===== config.mk =====
export PLATFORM = sky130hd
export DESIGN_NAME = linear_recurrence_mod_matrix_power
export DESIGN_NICKNAME = d
export VERILOG_FILES = /design/src/design/lrmmp_pkg.sv /design/src/design/lrmmp_modmul.sv /design/src/design/linear_recurrence_mod_matrix_power.sv
export SDC_FILE = /design/constraint.sdc
export NUM_CORES = 1
export LEC_CHECK = 0
export BUFFER_PORTS_ARGS = -buffer_cell sky130_fd_sc_hd__buf_2
export CORE_MARGIN = 10
export CORE_UTILIZATION = 40
export DETAILED_ROUTE_END_ITERATION = 6
export PLACE_DENSITY_LB_ADDON = 0.05
export SYNTH_ARGS = -nofsm -noshare
export SYNTH_HDL_FRONTEND = slang
export SYNTH_SLANG_ARGS = --single-unit
export TNS_END_PERCENT = 5

===== constraint.sdc =====
create_clock -name clk_i -period 10.5 [get_ports clk_i]
set_input_delay 1.05 -clock clk_i [delete_from_list [all_inputs] [get_ports clk_i]]
set_output_delay 1.05 -clock clk_i [all_outputs]
set_load 0.01 [all_outputs]

===== src/design/lrmmp_pkg.sv =====
// ----------------------------------------------------------------------------
// lrmmp_pkg
// Shared types and constants for the recurrence-term matrix power block.
// ----------------------------------------------------------------------------
package lrmmp_pkg;

  typedef logic [3:0] nib_t;

  // Companion matrix, row major
  localparam logic [15:0] COMPANION = 16'b0100_0010_0001_1101;

  // Starting terms f(0..4)
  localparam nib_t SEED_TERMS [5] = '{4'd0, 4'd2, 4'd4, 4'd6, 4'd9};

  // Weights applied to the first row of the power
  localparam nib_t ROW_WEIGHTS [4] = '{4'd9, 4'd6, 4'd4, 4'd2};

  // Matrix operations run by the sequencer
  typedef enum logic [1:0] {
    OP_RB  = 2'd0,
    OP_BB  = 2'd1,
    OP_FIN = 2'd2
  } op_e;

  // Sequencer states
  typedef enum logic [7:0] {
    S_IDLE = 8'b0000_0001,
    S_INIT = 8'b0000_0010,
    S_LOOP = 8'b0000_0100,
    S_LD   = 8'b0000_1000,
    S_MUL  = 8'b0001_0000,
    S_COPY = 8'b0010_0000,
    S_DONE = 8'b0100_0000,
    S_SPARE = 8'b1000_0000
  } state_e;

  // Control handshake with the modular multiplier
  typedef struct packed {
    logic start;
    logic done;
  } mm_ctrl_t;

endpackage


===== src/design/lrmmp_modmul.sv =====
// ----------------------------------------------------------------------------
// lrmmp_modmul
// Bit-serial modular multiplier: a * b mod m, one bit of a per cycle.
// ----------------------------------------------------------------------------
module lrmmp_modmul #(
  parameter int MOD_WIDTH = 16,
  parameter int A_WIDTH   = 16
) (
  input  logic                 clk_i,
  input  logic                 rst_ni,
  input  logic                 start_i,
  input  logic [A_WIDTH-1:0]   a_i,
  input  logic [MOD_WIDTH-1:0] b_i,
  input  logic [MOD_WIDTH-1:0] m_i,
  output logic                 done_o,
  output logic [MOD_WIDTH-1:0] prod_o
);
  localparam int CW = $clog2(A_WIDTH + 1);

  logic                 busy_q, done_q;
  logic [CW-1:0]        cnt_q;
  logic [A_WIDTH-1:0]   a_q;
  logic [MOD_WIDTH-1:0] b_q, acc_q, acc_d;
  logic [MOD_WIDTH:0]   dbl, dbl_r, sum, sum_r;

  // Double, reduce, conditionally add b, reduce
  always_comb begin
    dbl   = {acc_q, 1'b0};
    dbl_r = (dbl >= {1'b0, m_i}) ? dbl - {1'b0, m_i} : dbl;
    sum   = a_q[A_WIDTH-1] ? dbl_r + {1'b0, b_q} : dbl_r;
    sum_r = (sum >= {1'b0, m_i}) ? sum - {1'b0, m_i} : sum;
    acc_d = sum_r[MOD_WIDTH-1:0];
  end

  // Sequence control
  always_ff @(posedge clk_i or negedge rst_ni) begin
    if (!rst_ni) begin
      busy_q <= 1'b0;
      done_q <= 1'b0;
      cnt_q  <= '0;
    end else begin
      done_q <= 1'b0;
      if (start_i) begin
        busy_q <= 1'b1;
        cnt_q  <= CW'(A_WIDTH);
      end else if (busy_q) begin
        cnt_q <= cnt_q - CW'(1);
        if (cnt_q == CW'(1)) begin
          busy_q <= 1'b0;
          done_q <= 1'b1;
        end
      end
    end
  end

  // Operand and accumulator datapath
  always_ff @(posedge clk_i) begin
    if (start_i) begin
      a_q   <= a_i;
      b_q   <= b_i;
      acc_q <= '0;
    end else if (busy_q) begin
      a_q   <= {a_q[A_WIDTH-2:0], 1'b0};
      acc_q <= acc_d;
    end
  end

  assign done_o = done_q;
  assign prod_o = acc_q;

endmodule


===== src/design/linear_recurrence_mod_matrix_power.sv =====
// ----------------------------------------------------------------------------
// linear_recurrence_mod_matrix_power
// Term f(n) mod m of f(n)=f(n-1)+f(n-3)+f(n-4) by companion matrix power.
// ----------------------------------------------------------------------------
// One query per transaction: pulse start with term_index and modulus while
// busy is low. busy stays high until the result strobe valid_o, which shows
// term_value for one cycle; the receiver cannot stall it. All arithmetic runs
// on one bit-serial modular multiplier (operand width A = max(MOD_WIDTH,4)),
// each product started from a load state. A 4x4 matrix product is 64 such
// products; an index n>4 needs one squaring per bit of n-4 plus one multiply
// per set bit, then 4 more products for the final weighting. Indices 0..4
// need a single product, and a zero modulus none.
module linear_recurrence_mod_matrix_power #(
  parameter int INDEX_WIDTH = 32,
  parameter int MOD_WIDTH   = 16
) (
  input  logic                   clk_i,
  input  logic                   rst_ni,
  input  logic                   start,
  output logic                   busy,
  input  logic [INDEX_WIDTH-1:0] term_index_i,
  input  logic [MOD_WIDTH-1:0]   modulus_i,
  output logic                   valid_o,
  output logic [MOD_WIDTH-1:0]   term_value_o
);
  import lrmmp_pkg::*;

  localparam int AW = (MOD_WIDTH < 4) ? 4 : MOD_WIDTH;

  state_e               state_q;
  op_e                  op_q;
  logic                 seed_q, rb_done_q, one_q;
  logic [2:0]           sd_q;
  logic [1:0]           i_q, j_q, k_q;
  logic [INDEX_WIDTH-1:0] e_q;
  logic [MOD_WIDTH-1:0] m_q, s_q, out_q;
  logic [MOD_WIDTH-1:0] r_q [16];
  logic [MOD_WIDTH-1:0] b_q [16];
  logic [MOD_WIDTH-1:0] t_q [16];

  mm_ctrl_t             mm;
  logic [AW-1:0]        a_sel;
  logic [MOD_WIDTH-1:0] b_sel, prod;
  logic [MOD_WIDTH:0]   sum_w;
  logic [MOD_WIDTH-1:0] sum;
  logic                 last;

  // Select the operand pair for the current product
  always_comb begin
    a_sel = '0;
    b_sel = '0;
    unique case (op_q)
      OP_RB: begin
        a_sel = AW'(r_q[{i_q, k_q}]);
        b_sel = b_q[{k_q, j_q}];
      end
      OP_BB: begin
        a_sel = AW'(b_q[{i_q, k_q}]);
        b_sel = b_q[{k_q, j_q}];
      end
      OP_FIN: begin
        if (seed_q) begin
          a_sel = AW'(SEED_TERMS[sd_q]);
          b_sel = MOD_WIDTH'(one_q);
        end else begin
          a_sel = AW'(ROW_WEIGHTS[k_q]);
          b_sel = r_q[{2'b00, k_q}];
        end
      end
      default: begin
        a_sel = '0;
        b_sel = '0;
      end
    endcase
  end

  // Fold the finished product into the running sum
  always_comb begin
    sum_w = {1'b0, s_q} + {1'b0, prod};
    if (sum_w >= {1'b0, m_q}) sum_w = sum_w - {1'b0, m_q};
    sum  = sum_w[MOD_WIDTH-1:0];
    last = (op_q == OP_FIN) ? (seed_q || k_q == 2'd3) : (k_q == 2'd3);
  end

  assign mm.start = (state_q == S_LD);

  lrmmp_modmul #(.MOD_WIDTH(MOD_WIDTH), .A_WIDTH(AW)) u_modmul (
    .clk_i  (clk_i),
    .rst_ni (rst_ni),
    .start_i(mm.start),
    .a_i    (a_sel),
    .b_i    (b_sel),
    .m_i    (m_q),
    .done_o (mm.done),
    .prod_o (prod)
  );

  // Sequencer
  always_ff @(posedge clk_i or negedge rst_ni) begin
    if (!rst_ni) begin
      state_q   <= S_IDLE;
      op_q      <= OP_FIN;
      seed_q    <= 1'b0;
      rb_done_q <= 1'b0;
      i_q       <= '0;
      j_q       <= '0;
      k_q       <= '0;
    end else begin
      unique case (state_q)
        S_IDLE: begin
          if (start) begin
            k_q <= '0;
            i_q <= '0;
            j_q <= '0;
            if (modulus_i == '0) begin
              state_q <= S_DONE;
            end else if (term_index_i <= INDEX_WIDTH'(4)) begin
              seed_q  <= 1'b1;
              op_q    <= OP_FIN;
              state_q <= S_LD;
            end else begin
              seed_q  <= 1'b0;
              state_q <= S_INIT;
            end
          end
        end
        S_INIT: begin
          rb_done_q <= 1'b0;
          state_q   <= S_LOOP;
        end
        S_LOOP: begin
          k_q <= '0;
          i_q <= '0;
          j_q <= '0;
          if (e_q == '0) op_q <= OP_FIN;
          else if (e_q[0] && !rb_done_q) op_q <= OP_RB;
          else op_q <= OP_BB;
          state_q <= S_LD;
        end
        S_LD: state_q <= S_MUL;
        S_MUL: begin
          if (mm.done) begin
            if (!last) begin
              k_q     <= k_q + 2'd1;
              state_q <= S_LD;
            end else if (op_q == OP_FIN) begin
              state_q <= S_DONE;
            end else begin
              k_q <= '0;
              {i_q, j_q} <= {i_q, j_q} + 4'd1;
              state_q <= ({i_q, j_q} == 4'hF) ? S_COPY : S_LD;
            end
          end
        end
        S_COPY: begin
          rb_done_q <= (op_q == OP_RB);
          state_q   <= S_LOOP;
        end
        S_DONE:  state_q <= S_IDLE;
        default: state_q <= S_IDLE;
      endcase
    end
  end

  // Matrices, exponent, sum and result
  always_ff @(posedge clk_i) begin
    unique case (state_q)
      S_IDLE: begin
        if (start) begin
          m_q   <= modulus_i;
          one_q <= (modulus_i != MOD_WIDTH'(1));
          sd_q  <= term_index_i[2:0];
          e_q   <= term_index_i - INDEX_WIDTH'(4);
          s_q   <= '0;
          out_q <= '0;
        end
      end
      S_INIT: begin
        for (int x = 0; x < 16; x++) begin
          r_q[x] <= MOD_WIDTH'(one_q && (x % 5 == 0));
          b_q[x] <= MOD_WIDTH'(one_q && COMPANION[x]);
        end
      end
      S_LOOP: s_q <= '0;
      S_MUL: begin
        if (mm.done) begin
          if (!last) begin
            s_q <= sum;
          end else if (op_q == OP_FIN) begin
            out_q <= sum;
          end else begin
            t_q[{i_q, j_q}] <= sum;
            s_q <= '0;
          end
        end
      end
      S_COPY: begin
        if (op_q == OP_RB) begin
          for (int x = 0; x < 16; x++) r_q[x] <= t_q[x];
        end else begin
          for (int x = 0; x < 16; x++) b_q[x] <= t_q[x];
          e_q <= e_q >> 1;
        end
      end
      default: ;
    endcase
  end

  assign busy         = (state_q != S_IDLE);
  assign valid_o      = (state_q == S_DONE);
  assign term_value_o = out_q;

endmodule


==> metrics.txt <==
status completed; switching pwr 6870 uW; Synth Flop Type edfxtp_1; initial antenna violation count 2; grt ovf 0; Synth top area share 61.2%; Max-Cap Viols 0; Longest Clk Path Bufs 3; total power 16900 uW; total number of vias 24734; final setup violation count 0; Pint 10000 uW; drt pass-1 iters 5; Worst R2R Path Depth 25; syn_nets 2984; Sink Count 924; worst path required time 11.05 ns; Buffers on Ports 68; hpwl dp 76.5 mm; worst slew pin tran 1.22 ns; vias per inst 5.61; min-delay worst type in -> async; largest net degree at the start of global routing 163; RSZ-0062 raised after global routing no; # diodes 0; skew final 0.0259 ns; Total Routing Usage GR 20.0%; die area 122000 um2; EDFF count, synth 884; Netlist cell types 94; final worst path period need 8.00 ns; initial drt markers 2111; Comb power frac 43.3%; Starting Density 40.4%; Die Y 349 um; Die Width 349 um; WP depth 25; setup slack, reg-to-reg 2.50 ns; vias in the first global route 25631; Seq/Total Area, Yosys 63.4%; final hold vios 0; crit path max fanout 21; DR WL/cell 27.7 um; CP Class reg -> reg; Arrival @ worst endpoint 8.55 ns; CP peak stage delay 0.83 ns; VDD IR-drop max 0.182 mV; first-pass GRT wire length 179 mm; Post-DRT Antenna Nets 0; layout cell share with drive strength beyond 1 19.7%; Cell Pwr Density 346 nW/um2; Yosys top cell by area edfxtp_1; FMAX 0.125 GHz; YS warnings 0; Avg Inst Size Synth 15.3 um2; Crit. End Element flip-flop; worst rel slew slack 18.4%; Post-layout nets 3076; TritonCTS clock tree done; CTS buffer count 104; setup TNS 0 ns; area growth from synthesis to layout 12.7%; post-CTS sizing 0; CP bufs+invs 3; Reg clk slew, reported paths 0.06 ns; DRC violations left 0; Post-CTS Setup Bufs 0; crit start category flip-flop; Syn Inst Count 2837; drt total wl 122 mm; GPL Wtd Cong 0.874; Critical Path Source m_q[13]; max-slew violations 0; worst reg2reg path startpoint m_q[13]; Cell Area, Synth 43400 um2; Post-CTS Hold Buffers 0; fillcell total 9418; clock latency on the worst-skew pair 0.69 ns; Row Count 120; CTS H-tree depth 3; num ports 69; flops & latches, synth 924; Sw Ratio 40.7%; Slowest-stage cell, CP o31a_1; Pleak 0.0170 uW; clk root buf clkbuf_16; area of the core 107000 um2; Final Cycle Share 76.2%; Synth area leaders edfxtp_1 (61%), mux4_2 (12%), and2_1 (6.0%), ha_1 (2.6%), nor2_1 (1.4%); Worst R2R End u_modmul.prod_o[11]; Worst Setup EP u_modmul.prod_o[11]; Top delay family on crit path compound AO/OA/AOI/OAI gates; Seq pwr share 35.2%; Clock Power Share 21.5%; post-synthesis async set-or-reset flop share 2.60%
-- registers in the layout, indices dropped and copies added, names as in the netlist, 7 cells and up --
register,cells
t_q,256
u_modmul.a_q,16
s_q,16
m_q,16
u_modmul.prod_o,16
e_q,32
state_q,7
u_modmul.b_q,16
b_q,256
r_q,256
term_value_o,16
-- worst min path at each step --
stage	end	slack, ns	start	cells past startpoint
after floorplan	rb_done_q	0.47	rb_done_q	2
after global placement	u_modmul.cnt_q[4]	0.50	u_modmul.cnt_q[4]	2
after detailed placement	rb_done_q	0.50	rb_done_q	2
after CTS	u_modmul.cnt_q[4]	0.32	rst_ni	1
after global routing	u_modmul.busy_q	0.37	rst_ni	1
final	u_modmul.busy_q	0.35	rst_ni	1
-- Yosys cell counts, types with 25 or more instances --
| library cell | number |
|---|---|
| nor4_1 | 25 |
| a21oi_1 | 84 |
| clkbuf_1 | 106 |
| o21ai_0 | 79 |
| a21o_1 | 26 |
| xnor2_1 | 60 |
| xor2_1 | 25 |
| nor3_1 | 42 |
| ha_1 | 91 |
| nor2_1 | 167 |
| inv_1 | 83 |
| nand2_1 | 112 |
| mux2i_1 | 36 |
| edfxtp_1 | 884 |
| and2_1 | 414 |
| mux4_2 | 240 |
-- metrics by stage --
stage	area [um2]	worst slack [ns]	util (%)	hold WS (ns)	std cells
detailed placement	45500	2.58	42.4	0.499	4226
global placement	45500	2.70	42.4	0.496	4226
CTS	48900	2.55	45.5	0.317	4412
global route	48900	1.99	45.5	0.370	4412
floorplan	43400	2.99	-	0.468	2837
finish	48900	2.50	45.5	0.354	4412
-- cells in the final DEF (no fill, tap or decap), drive strengths merged, types with 87 or more instances in the layout --
master,instances
edfxtp,884
and2,414
mux4,240
nor2,167
clkbuf,131
buf,127
nand2,112
ha,91
inv,89
a21oi,87
-- logic make-up (layout without fill, tap and decap cells) --
family	after synthesis	in the layout	synth area share, %
xor+xnor	87	87	1.79
fa+ha+maj	96	96	2.86
buf+inv	227	399	2.08
compound gates	316	316	4.88
mux	293	293	13.8
simple gates	894	894	11.3
flops	924	924	63.4
-- power groups by stage --
stage | Clock [uW] | Combinational [uW] | Sequential, uW
CTS | 3720 | 7360 | 5960
global placement | 0 | 7330 | 6010
global route | 3870 | 7930 | 6000
detailed placement | 0 | 7310 | 6030
floorplan | 0 | 4390 | 6070
finish | 3630 | 7330 | 5950
-- routing by layer --
layer  global-route usage (%)  up-vias  share of wire [%]
met1                     27.9    12934                 45
met4                     4.99        0                2.0
li1                         -    11054                  -
met3                     2.73      145                4.7
met5                        0        -                  0
met2                     33.0      601                 48
-- worst register-to-register path, stage by stage (launching register included) --
cell       delay (ns)
edfxtp_1         0.33
inv_1            0.11
ha_1             0.43
nand4_1          0.24
o41ai_4          0.63
or2_1            0.35
buf_4            0.32
mux2_4           0.35
ha_1             0.32
o21ai_0          0.09
a21oi_1          0.10
o41ai_2          0.47
o21ai_0          0.23
xor2_1           0.18
nor2_1           0.14
nor2_1           0.09
ha_1             0.37
a21o_1           0.22
a21o_1           0.19
a21oi_1          0.20
o21ai_0          0.13
a21oi_1          0.16
o31a_1           0.83
clkinv_1         0.70
a2111oi_0        0.61
nor3_1           0.09
-- cell type report --
| class | instances | area (um2) | share of cell area [%] |
|---|---|---|---|
| flip-flops and latches | 924 | 27500 | 56.3 |
| multi-input cells | 1686 | 15100 | 30.9 |
| clock buffers | 131 | 2730 | 5.58 |
| well taps | 1403 | 1760 | 3.59 |
| repair buffers | 127 | 833 | 1.71 |
| clock inverters | 55 | 631 | 1.29 |
| inverters | 86 | 323 | 0.661 |
(Power assumes the default switching activity.)
